[config.mk]
export PLATFORM = sky130hd
export DESIGN_NAME = windowed_min_max_mean_unit
export DESIGN_NICKNAME = d
export VERILOG_FILES = /design/src/rtl/core/wmm_pkg.sv /design/src/rtl/core/wmm_front.sv /design/src/rtl/core/wmm_queue.sv /design/src/rtl/core/wmm_back.sv /design/src/rtl/core/windowed_min_max_mean_unit.sv
export SDC_FILE = /design/constraint.sdc
export NUM_CORES = 2
export LEC_CHECK = 0
export BUFFER_PORTS_ARGS = -buffer_cell sky130_fd_sc_hd__clkbuf_2
export CAP_MARGIN = 20
export CORE_MARGIN = 5
export CORE_UTILIZATION = 45
export DETAILED_ROUTE_END_ITERATION = 16
export PLACE_DENSITY = 0.6
export SLEW_MARGIN = 20
export SYNTH_ARGS = -nofsm -noshare
export SYNTH_HDL_FRONTEND = slang
export SYNTH_SLANG_ARGS = --single-unit
[constraint.sdc]
create_clock -name clk -period 26.4 [get_ports clk]
set_input_delay 5.28 -clock clk [delete_from_list [all_inputs] [get_ports clk]]
set_output_delay 5.28 -clock clk [all_outputs]
set_load 0.02 [all_outputs]
[src/rtl/core/wmm_pkg.sv]
// Shared types, widths and codes for the windowed min/max/mean unit.
package wmm_pkg;

  localparam int TsW     = 48;
  localparam int LoadW   = 24;
  localparam int MemW    = 48;
  localparam int InstW   = 16;
  localparam int TickW   = 12;
  localparam int LoadSumW = 36;
  localparam int MemSumW  = 60;
  localparam int InstSumW = 28;
  localparam int MeanFracW = 8;

  localparam int InDataW  = 136;
  localparam int OutDataW = 320;
  localparam int CfgAddrW = 3;
  localparam int CfgDataW = 32;

  // One lane per mean, all sized for the widest dividend.
  localparam int NumLanes = 3;
  localparam int DivW     = MemSumW;
  localparam int StepW    = $clog2(DivW);

  localparam int LaneLoad = 0;
  localparam int LaneMem  = 1;
  localparam int LaneInst = 2;

  localparam int QDepth = 2;
  localparam int QPtrW  = $clog2(QDepth);
  localparam int QCntW  = $clog2(QDepth + 1);

  localparam logic [TickW-1:0] WindowTicksReset = TickW'(60);
  localparam logic [0:0] RegWindowTicks = 1'b0;

  typedef enum logic [1:0] {
    ST_IDLE,
    ST_DIV,
    ST_OUT
  } wmm_state_t;

  // Closed window as handed from the accumulator to the divider side.
  typedef struct packed {
    logic [TsW-1:0]      start;
    logic [LoadW-1:0]    load_lo;
    logic [LoadW-1:0]    load_hi;
    logic [LoadSumW-1:0] load_sum;
    logic [MemW-1:0]     mem_lo;
    logic [MemW-1:0]     mem_hi;
    logic [MemSumW-1:0]  mem_sum;
    logic [InstW-1:0]    inst_lo;
    logic [InstW-1:0]    inst_hi;
    logic [InstSumW-1:0] inst_sum;
    logic [TickW-1:0]    count;
  } wmm_snap_t;

  typedef struct packed {
    logic full;
    logic empty;
  } wmm_qstat_t;

endpackage

[src/rtl/core/wmm_front.sv]
// Tick accumulator: running min, max and sum per window, non-empty windows pushed out.
module wmm_front (
  input  logic                            clk,
  input  logic                            rst_n,
  input  logic                            in_tvalid,
  output logic                            in_tready,
  input  logic [wmm_pkg::InDataW-1:0]     in_tdata,
  input  logic [wmm_pkg::TickW-1:0]       window_ticks,
  input  wmm_pkg::wmm_qstat_t             q_stat,
  output logic                            q_push,
  output wmm_pkg::wmm_snap_t              q_snap
);

  logic [wmm_pkg::TsW-1:0]      ts;
  logic [wmm_pkg::LoadW-1:0]    load;
  logic [wmm_pkg::MemW-1:0]     mem;
  logic [wmm_pkg::InstW-1:0]    inst;

  logic [wmm_pkg::TickW-1:0]    tick_r, tick_nxt;
  logic [wmm_pkg::TsW-1:0]      wstart_r, wstart_nxt;
  logic [wmm_pkg::TsW-1:0]      fst_r, fst_nxt;
  logic [wmm_pkg::TickW-1:0]    cnt_r, cnt_nxt;
  logic [wmm_pkg::LoadW-1:0]    load_lo_r, load_lo_nxt, load_hi_r, load_hi_nxt;
  logic [wmm_pkg::LoadSumW-1:0] load_sum_r, load_sum_nxt;
  logic [wmm_pkg::MemW-1:0]     mem_lo_r, mem_lo_nxt, mem_hi_r, mem_hi_nxt;
  logic [wmm_pkg::MemSumW-1:0]  mem_sum_r, mem_sum_nxt;
  logic [wmm_pkg::InstW-1:0]    inst_lo_r, inst_lo_nxt, inst_hi_r, inst_hi_nxt;
  logic [wmm_pkg::InstSumW-1:0] inst_sum_r, inst_sum_nxt;

  logic accept;
  logic sample;
  logic close;

  assign ts   = in_tdata[47:0];
  assign load = in_tdata[71:48];
  assign mem  = in_tdata[119:72];
  assign inst = in_tdata[135:120];

  assign in_tready = ~q_stat.full;
  assign accept    = in_tvalid & in_tready;
  assign sample    = (inst != '0);

  always_comb begin
    wstart_nxt   = (tick_r == '0) ? ts : wstart_r;
    fst_nxt      = (sample && cnt_r == '0) ? ts : fst_r;
    cnt_nxt      = sample ? cnt_r + 1'b1 : cnt_r;
    load_lo_nxt  = (sample && load < load_lo_r) ? load : load_lo_r;
    load_hi_nxt  = (sample && load > load_hi_r) ? load : load_hi_r;
    load_sum_nxt = sample ? load_sum_r + wmm_pkg::LoadSumW'(load) : load_sum_r;
    mem_lo_nxt   = (sample && mem < mem_lo_r) ? mem : mem_lo_r;
    mem_hi_nxt   = (sample && mem > mem_hi_r) ? mem : mem_hi_r;
    mem_sum_nxt  = sample ? mem_sum_r + wmm_pkg::MemSumW'(mem) : mem_sum_r;
    inst_lo_nxt  = (sample && inst < inst_lo_r) ? inst : inst_lo_r;
    inst_hi_nxt  = (sample && inst > inst_hi_r) ? inst : inst_hi_r;
    inst_sum_nxt = sample ? inst_sum_r + wmm_pkg::InstSumW'(inst) : inst_sum_r;
    tick_nxt     = tick_r + 1'b1;
  end

  // A zero window length closes on every tick, as the compare already gives.
  assign close  = (tick_nxt >= window_ticks);
  assign q_push = accept & close & (cnt_nxt != '0);

  always_comb begin
    q_snap.start    = (wstart_nxt != '0) ? wstart_nxt : fst_nxt;
    q_snap.load_lo  = load_lo_nxt;
    q_snap.load_hi  = load_hi_nxt;
    q_snap.load_sum = load_sum_nxt;
    q_snap.mem_lo   = mem_lo_nxt;
    q_snap.mem_hi   = mem_hi_nxt;
    q_snap.mem_sum  = mem_sum_nxt;
    q_snap.inst_lo  = inst_lo_nxt;
    q_snap.inst_hi  = inst_hi_nxt;
    q_snap.inst_sum = inst_sum_nxt;
    q_snap.count    = cnt_nxt;
  end

  always_ff @(posedge clk) begin
    if (!rst_n || (accept && close)) begin
      tick_r     <= '0;
      wstart_r   <= '0;
      fst_r      <= '0;
      cnt_r      <= '0;
      load_lo_r  <= '1;
      load_hi_r  <= '0;
      load_sum_r <= '0;
      mem_lo_r   <= '1;
      mem_hi_r   <= '0;
      mem_sum_r  <= '0;
      inst_lo_r  <= '1;
      inst_hi_r  <= '0;
      inst_sum_r <= '0;
    end else if (accept) begin
      tick_r     <= tick_nxt;
      wstart_r   <= wstart_nxt;
      fst_r      <= fst_nxt;
      cnt_r      <= cnt_nxt;
      load_lo_r  <= load_lo_nxt;
      load_hi_r  <= load_hi_nxt;
      load_sum_r <= load_sum_nxt;
      mem_lo_r   <= mem_lo_nxt;
      mem_hi_r   <= mem_hi_nxt;
      mem_sum_r  <= mem_sum_nxt;
      inst_lo_r  <= inst_lo_nxt;
      inst_hi_r  <= inst_hi_nxt;
      inst_sum_r <= inst_sum_nxt;
    end
  end

endmodule

[src/rtl/core/wmm_queue.sv]
// Two-entry queue of closed windows between the accumulator and the divider.
module wmm_queue (
  input  logic                 clk,
  input  logic                 rst_n,
  input  logic                 push,
  input  wmm_pkg::wmm_snap_t   wr_data,
  input  logic                 pop,
  output wmm_pkg::wmm_snap_t   rd_data,
  output wmm_pkg::wmm_qstat_t  stat
);

  wmm_pkg::wmm_snap_t           mem_r [wmm_pkg::QDepth];
  logic [wmm_pkg::QPtrW-1:0]    wr_ptr_r, wr_ptr_nxt;
  logic [wmm_pkg::QPtrW-1:0]    rd_ptr_r, rd_ptr_nxt;
  logic [wmm_pkg::QCntW-1:0]    cnt_r, cnt_nxt;

  assign stat.full  = (cnt_r == wmm_pkg::QCntW'(wmm_pkg::QDepth));
  assign stat.empty = (cnt_r == '0);
  assign rd_data    = mem_r[rd_ptr_r];

  always_comb begin
    wr_ptr_nxt = (wr_ptr_r == wmm_pkg::QPtrW'(wmm_pkg::QDepth - 1)) ? '0 : wr_ptr_r + 1'b1;
    rd_ptr_nxt = (rd_ptr_r == wmm_pkg::QPtrW'(wmm_pkg::QDepth - 1)) ? '0 : rd_ptr_r + 1'b1;
    cnt_nxt    = cnt_r;
    if (push && !pop) begin
      cnt_nxt = cnt_r + 1'b1;
    end else if (pop && !push) begin
      cnt_nxt = cnt_r - 1'b1;
    end
  end

  always_ff @(posedge clk) begin
    if (!rst_n) begin
      wr_ptr_r <= '0;
      rd_ptr_r <= '0;
      cnt_r    <= '0;
    end else begin
      cnt_r <= cnt_nxt;
      if (push) begin
        wr_ptr_r <= wr_ptr_nxt;
      end
      if (pop) begin
        rd_ptr_r <= rd_ptr_nxt;
      end
    end
  end

  always_ff @(posedge clk) begin
    if (push) begin
      mem_r[wr_ptr_r] <= wr_data;
    end
  end

`ifndef SYNTHESIS
  a_no_push_full: assert property (@(posedge clk) disable iff (!rst_n)
    !(push && stat.full)) else $error("window pushed into a full queue");
  a_no_pop_empty: assert property (@(posedge clk) disable iff (!rst_n)
    !(pop && stat.empty)) else $error("window popped from an empty queue");
  a_cnt_bound: assert property (@(posedge clk) disable iff (!rst_n)
    cnt_r <= wmm_pkg::QCntW'(wmm_pkg::QDepth)) else $error("queue fill count overrun");
`endif

endmodule

[src/rtl/core/wmm_back.sv]
// Divider side: three restoring dividers in lockstep, then the record register.
module wmm_back (
  input  logic                          clk,
  input  logic                          rst_n,
  input  wmm_pkg::wmm_qstat_t           q_stat,
  input  wmm_pkg::wmm_snap_t            q_data,
  output logic                          q_pop,
  output logic                          out_tvalid,
  input  logic                          out_tready,
  output logic [wmm_pkg::OutDataW-1:0]  out_tdata
);

  wmm_pkg::wmm_state_t          state_r, state_nxt;
  wmm_pkg::wmm_snap_t           snap_r;
  logic [wmm_pkg::StepW-1:0]    step_r;
  logic [wmm_pkg::DivW-1:0]     dvd_r [wmm_pkg::NumLanes];
  logic [wmm_pkg::TickW-1:0]    rem_r [wmm_pkg::NumLanes];
  logic [wmm_pkg::DivW-1:0]     dvd_nxt [wmm_pkg::NumLanes];
  logic [wmm_pkg::TickW-1:0]    rem_nxt [wmm_pkg::NumLanes];
  logic [wmm_pkg::TickW:0]      shifted [wmm_pkg::NumLanes];
  logic [wmm_pkg::NumLanes-1:0] fits;
  logic                         last_step;

  assign last_step = (step_r == wmm_pkg::StepW'(wmm_pkg::DivW - 1));

  always_ff @(posedge clk) begin
    if (!rst_n) begin
      state_r <= wmm_pkg::ST_IDLE;
    end else begin
      state_r <= state_nxt;
    end
  end

  always_comb begin
    state_nxt  = state_r;
    q_pop      = 1'b0;
    out_tvalid = 1'b0;
    case (state_r)
      wmm_pkg::ST_IDLE: begin
        if (!q_stat.empty) begin
          q_pop     = 1'b1;
          state_nxt = wmm_pkg::ST_DIV;
        end
      end
      wmm_pkg::ST_DIV: begin
        if (last_step) begin
          state_nxt = wmm_pkg::ST_OUT;
        end
      end
      wmm_pkg::ST_OUT: begin
        out_tvalid = 1'b1;
        if (out_tready) begin
          state_nxt = wmm_pkg::ST_IDLE;
        end
      end
      default: begin
        state_nxt = wmm_pkg::ST_IDLE;
      end
    endcase
  end

  // One quotient bit per lane per cycle; the dividend register fills with the quotient.
  always_comb begin
    for (int i = 0; i < wmm_pkg::NumLanes; i++) begin
      shifted[i] = {rem_r[i], dvd_r[i][wmm_pkg::DivW-1]};
      fits[i]    = (shifted[i] >= {1'b0, snap_r.count});
      rem_nxt[i] = fits[i] ? wmm_pkg::TickW'(shifted[i] - {1'b0, snap_r.count})
                           : shifted[i][wmm_pkg::TickW-1:0];
      dvd_nxt[i] = {dvd_r[i][wmm_pkg::DivW-2:0], fits[i]};
    end
  end

  always_ff @(posedge clk) begin
    if (q_pop) begin
      snap_r <= q_data;
      step_r <= '0;
      for (int i = 0; i < wmm_pkg::NumLanes; i++) begin
        rem_r[i] <= '0;
      end
      dvd_r[wmm_pkg::LaneLoad] <= wmm_pkg::DivW'(q_data.load_sum);
      dvd_r[wmm_pkg::LaneMem]  <= q_data.mem_sum;
      dvd_r[wmm_pkg::LaneInst] <= wmm_pkg::DivW'({q_data.inst_sum,
                                                  {wmm_pkg::MeanFracW{1'b0}}});
    end else if (state_r == wmm_pkg::ST_DIV) begin
      step_r <= step_r + 1'b1;
      for (int i = 0; i < wmm_pkg::NumLanes; i++) begin
        rem_r[i] <= rem_nxt[i];
        dvd_r[i] <= dvd_nxt[i];
      end
    end
  end

  assign out_tdata = {
    dvd_r[wmm_pkg::LaneInst][wmm_pkg::LoadW-1:0],
    snap_r.inst_hi,
    snap_r.inst_lo,
    dvd_r[wmm_pkg::LaneMem][wmm_pkg::MemW-1:0],
    snap_r.mem_hi,
    snap_r.mem_lo,
    dvd_r[wmm_pkg::LaneLoad][wmm_pkg::LoadW-1:0],
    snap_r.load_hi,
    snap_r.load_lo,
    snap_r.start
  };

`ifndef SYNTHESIS
  a_div_nonzero: assert property (@(posedge clk) disable iff (!rst_n)
    (state_r == wmm_pkg::ST_DIV) |-> (snap_r.count != '0))
    else $error("divider started on a window without samples");
  a_div_ends: assert property (@(posedge clk) disable iff (!rst_n)
    (state_r == wmm_pkg::ST_DIV && last_step) |=> out_tvalid)
    else $error("record not presented after the last divide step");
  a_out_after_div: assert property (@(posedge clk) disable iff (!rst_n)
    $rose(out_tvalid) |-> ($past(state_r) == wmm_pkg::ST_DIV))
    else $error("record presented without a finished division");
`endif

endmodule

[src/rtl/core/windowed_min_max_mean_unit.sv]
// Top level: configuration register, accumulator, window queue and divider side.
//
// Ticks arrive on the in_ stream, one transaction per tick; a tick with a zero
// instance count is counted but adds no sample. After window_ticks ticks the
// window closes and, if it held any sample, one summary record leaves on the
// out_ stream; empty windows give nothing.
// The accumulator takes one tick per cycle while the queue has room. A closed
// window waits in a two-entry queue; the divider side takes it, runs three
// restoring dividers in lockstep (one quotient bit per cycle, one for each bit
// of the 60-bit memory sum), then holds the record in its output register
// until taken. The divider side takes the next window only once that record
// is taken. When the receiver stalls, the record holds and the accumulator keeps
// taking ticks until two more closed windows are queued; then in_tready drops.
// window_ticks sits at byte address 0 of the cfg_ port (reset 60); write it
// only while the block is idle. Synchronous reset clears the window and the
// queue, returns the divider to idle and restores window_ticks.
module windowed_min_max_mean_unit (
  input  logic                          clk,
  input  logic                          rst_n,
  input  logic                          in_tvalid,
  output logic                          in_tready,
  // timestamp_ms, cpu_load, ram_bytes, instance_count
  input  logic [wmm_pkg::InDataW-1:0]   in_tdata,
  output logic                          out_tvalid,
  input  logic                          out_tready,
  // start_time_ms, load_min, load_max, load_mean, mem_min, mem_max, mem_mean,
  // inst_min, inst_max, inst_mean
  output logic [wmm_pkg::OutDataW-1:0]  out_tdata,
  input  logic                          cfg_psel,
  input  logic                          cfg_penable,
  input  logic                          cfg_pwrite,
  input  logic [wmm_pkg::CfgAddrW-1:0]  cfg_paddr,
  input  logic [wmm_pkg::CfgDataW-1:0]  cfg_pwdata,
  output logic [wmm_pkg::CfgDataW-1:0]  cfg_prdata,
  output logic                          cfg_pready
);

  logic [wmm_pkg::TickW-1:0] window_ticks_r;
  logic                      reg_hit;
  logic                      q_push;
  logic                      q_pop;
  wmm_pkg::wmm_snap_t        q_wr;
  wmm_pkg::wmm_snap_t        q_rd;
  wmm_pkg::wmm_qstat_t       q_stat;

  assign cfg_pready = 1'b1;
  assign reg_hit    = (cfg_paddr[wmm_pkg::CfgAddrW-1] == wmm_pkg::RegWindowTicks);
  assign cfg_prdata = reg_hit ? wmm_pkg::CfgDataW'(window_ticks_r) : '0;

  always_ff @(posedge clk) begin
    if (!rst_n) begin
      window_ticks_r <= wmm_pkg::WindowTicksReset;
    end else if (cfg_psel && cfg_penable && cfg_pwrite && cfg_pready && reg_hit) begin
      window_ticks_r <= cfg_pwdata[wmm_pkg::TickW-1:0];
    end
  end

  wmm_front u_front (
    .clk          (clk),
    .rst_n        (rst_n),
    .in_tvalid    (in_tvalid),
    .in_tready    (in_tready),
    .in_tdata     (in_tdata),
    .window_ticks (window_ticks_r),
    .q_stat       (q_stat),
    .q_push       (q_push),
    .q_snap       (q_wr)
  );

  wmm_queue u_queue (
    .clk     (clk),
    .rst_n   (rst_n),
    .push    (q_push),
    .wr_data (q_wr),
    .pop     (q_pop),
    .rd_data (q_rd),
    .stat    (q_stat)
  );

  wmm_back u_back (
    .clk        (clk),
    .rst_n      (rst_n),
    .q_stat     (q_stat),
    .q_data     (q_rd),
    .q_pop      (q_pop),
    .out_tvalid (out_tvalid),
    .out_tready (out_tready),
    .out_tdata  (out_tdata)
  );

endmodule

==> flow_metrics.env <==
export IMPL_status="complete, no violations"
export IMPL_wl_per_cell_um=20.6
export IMPL_syn_inst=6572
export IMPL_grt_pass1_wl_um=280000
export IMPL_rsz0062_at_grt="false"
export IMPL_ys_top_cells_by_count="1,172 x edfxtp_1, 829 x nand2_1, 457 x o21ai_0"
export IMPL_vias_per_cell=5.38
export IMPL_grt_pass1_vias=46600
export IMPL_nNetsFinal=7135
export IMPL_final_setup_viol_count=0
export IMPL_clock_fmax_mhz=90.4
export IMPL_dieWidth_um=420
export IMPL_cpPeakStageDelay_ns=0.18
export IMPL_slew_headroom=0.225
export IMPL_hold_buffers=0
export IMPL_worstSetupPathType="in2out"
export IMPL_vias=48400
export IMPL_cp_end_kind="primary output"
export IMPL_synthArstFlopShare=0
export IMPL_worst_path_most_repeated_cell="clkbuf_2"
export IMPL_synth_area_top_cells="edfxtp_1 47%, dfxtp_1 12%, ha_1 5.2%"
export IMPL_setup_tns_final_ns=0
export IMPL_use_met3=0.0312
export IMPL_fin_crit_sh=0.419
export IMPL_busiest_layer="met2"
export IMPL_syn_area_um2=75500
export IMPL_worstMarginPinSlew_ns=1.16
export IMPL_grt_use_met1=0.272
export IMPL_cellLeakagePower_nw=31.9
export IMPL_path_cells="clkbuf_2, nor2_1, clkbuf_2"
export IMPL_clockBufferDepth=3
export IMPL_final_max_slew_violation_count=0
export IMPL_dp_hpwl_um=122000
export IMPL_hold_path_class="reg2reg"
export IMPL_grt_overflow_total=0
export IMPL_syn_avg_cell_area_um2=11.5
export IMPL_synth_distinct_cells=75
export IMPL_hold_viol=0
export IMPL_seq_area_frac_synth=0.584
export IMPL_grt_max_degree=157
export IMPL_synth_edff_count=1172
export IMPL_clkTransAtPathRegs_ns=0.06
export IMPL_num_rows=150
export IMPL_timing_hold_ws_ns=0.451
export IMPL_drt_total_wl_um=186000
export IMPL_synth_seq_cells=1617
export IMPL_yosys_warnings=0
export IMPL_drtPass1Iterations=6
export IMPL_pin_count=533
export IMPL_final_cells=8997
export IMPL_numCtsBuffers=174
export IMPL_cts_root_buf="clkbuf_16"
export IMPL_tritoncts="built"
export IMPL_synth_area_leader_cell="edfxtp_1"
export IMPL_clock_sinks=1617
export IMPL_p_per_area_nw_per_um2=102
export IMPL_start_util=0.452
export IMPL_cp_slowest_cell="clkbuf_2"
export IMPL_grt_usage=0.205
export IMPL_antenna_found_initial=7
export IMPL_postCtsSetupBuffers=0
export IMPL_synth_top_area_share=0.466
export IMPL_start_kind="primary input"
export IMPL_worst_slack_ns=15.34
export IMPL_chipHeight_um=420
export IMPL_ant_nets=0
export IMPL_gp_routability_congestion=0.847
export IMPL_dp_cells=8664
export IMPL_dieArea_um2=176000
export IMPL_port_buffers=489
export IMPL_drive_gt1_frac=0.171
export IMPL_synth_most_common_cell="edfxtp_1"
export IMPL_crit_required_ns=21.12
export IMPL_crit_arrival_ns=5.78
export IMPL_fin_skew_ns=0.0313
export IMPL_cts_resized=0
export IMPL_vdd_drop_max_v=0.000119
export IMPL_syn_to_final_growth_pct=10.4
export IMPL_fin_crit_ns=11.06
export IMPL_cp_max_fo=14
export IMPL_synth_ff_type="edfxtp_1"
export IMPL_drt_iter0_drc=3643
export IMPL_core_area_um2=167000
export IMPL_use_met2=0.346
export IMPL_cap_violations=0
export IMPL_insertion_delay_ns=0.82
export IMPL_pre_cts_ws_ns=15.34
export IMPL_drcViolationCount=0
export IMPL_htreeDepth=4
==> final cells by class <==
cell class,count,area (um2)
Fill cell,14800,83700
Clock buffer,236,4830
Antenna cell,5,12.5
Tap cell,2204,2760
Timing Repair Buffer,541,2920
Clock inverter,92,986
Multi-Input combinational cell,4043,26800
Sequential cell,1617,44100
Inverter,259,980
==> state kept, by name, summed over array words and instances, names as in the netlist, 36 cells and up, named ones only <==
signal and cells:
u_back.dvd_r 180, u_back.out_tdata 224, u_back.rem_r 36, u_front.fst_r 48, u_front.load_sum_r 36, u_front.mem_hi_r 48, u_front.mem_lo_r 48, u_front.mem_sum_r 60
u_front.wstart_r 48, u_queue.mem_r 720
==> stage by stage <==
stage | cell area, um2 | total power (W) | util
global placement | 77500 | 0.00607 | 0.464
finish | 83400 | 0.00851 | 0.499
detailed placement | 77500 | 0.00612 | 0.464
CTS | 83300 | 0.00862 | 0.499
floorplan | 75600 | 0.00557 | -
global route | 83400 | 0.00897 | 0.499
==> worst paths after layout <==
check | to | from | slack [ns] | depth (start not counted)
worst max-delay path | cfg_prdata[9] | cfg_paddr[2] | 15.34 | 3
worst min-delay path | u_front.fst_r[33] | u_front.fst_r[33] | 0.45 | 2
worst max register to register | u_queue.mem_r[0][141] | u_front.tick_r[2] | 20.26 | 14
worst min register to register | u_front.fst_r[33] | u_front.fst_r[33] | 0.45 | 2
==> cell usage in the layout, fill, tap and decap left out, types with 43 or more instances in the layout <==
cell	synthesis	final
dfxtp_1	445	444
o31ai_1	58	58
nor3_1	78	75
nor2_1	307	303
mux2i_1	161	161
edfxtp_1	1172	1172
a211o_1	53	53
xor2_1	90	90
nand4_1	70	70
ha_1	315	315
a22oi_1	50	50
clkbuf_2	0	489
and2_1	81	79
inv_1	258	258
a21oi_1	301	301
nand2_1	829	825
buf_4	341	43
clkbuf_16	0	177
mux2_2	313	313
and3_1	68	68
xnor2_1	111	111
o21ai_0	457	456
nand3_1	168	167
a21o_1	112	112
==> logic make-up (layout without fill, tap and decap cells) <==
kind of cell,Yosys count,count (layout),share of synthesized area
and+or+nand+nor,1772,1772,0.106
DFF,1617,1617,0.584
AOI/OAI and AO/OA,1254,1254,0.101
buffers and inverters,931,1128,0.0637
muxes,474,474,0.0680
adders and majority gates,321,321,0.0538
xor gates and xnor gates,201,201,0.0233
other,2,26,0.0000995
==> where the power goes <==
group	switching (W)	total (W)	leakage (nW)	internal [W]
Combinational	0.00164	0.00246	14.7	0.000819
Clock	0.00102	0.00247	2.82	0.00145
Sequential	0.000220	0.00359	14.4	0.00337
Total	0.00288	0.00851	31.9	0.00563
==> critical path, delay by kind of cell <==
kind | cells | cell delay [ns]
buffers and inverters | 2 | 0.36
and+or+nand+nor | 1 | 0.14
==> layer usage <==
metal / up-vias / part of all wire / wire (um)
met5: - / 0 / 0
met4: 0 / 0.027 / 5090
met3: 256 / 0.044 / 8190
met2: 1057 / 0.49 / 90500
met1: 23600 / 0.44 / 81900
li1: 23500 / - / -
No activity file was read; power rests on OpenSTA's default activity.
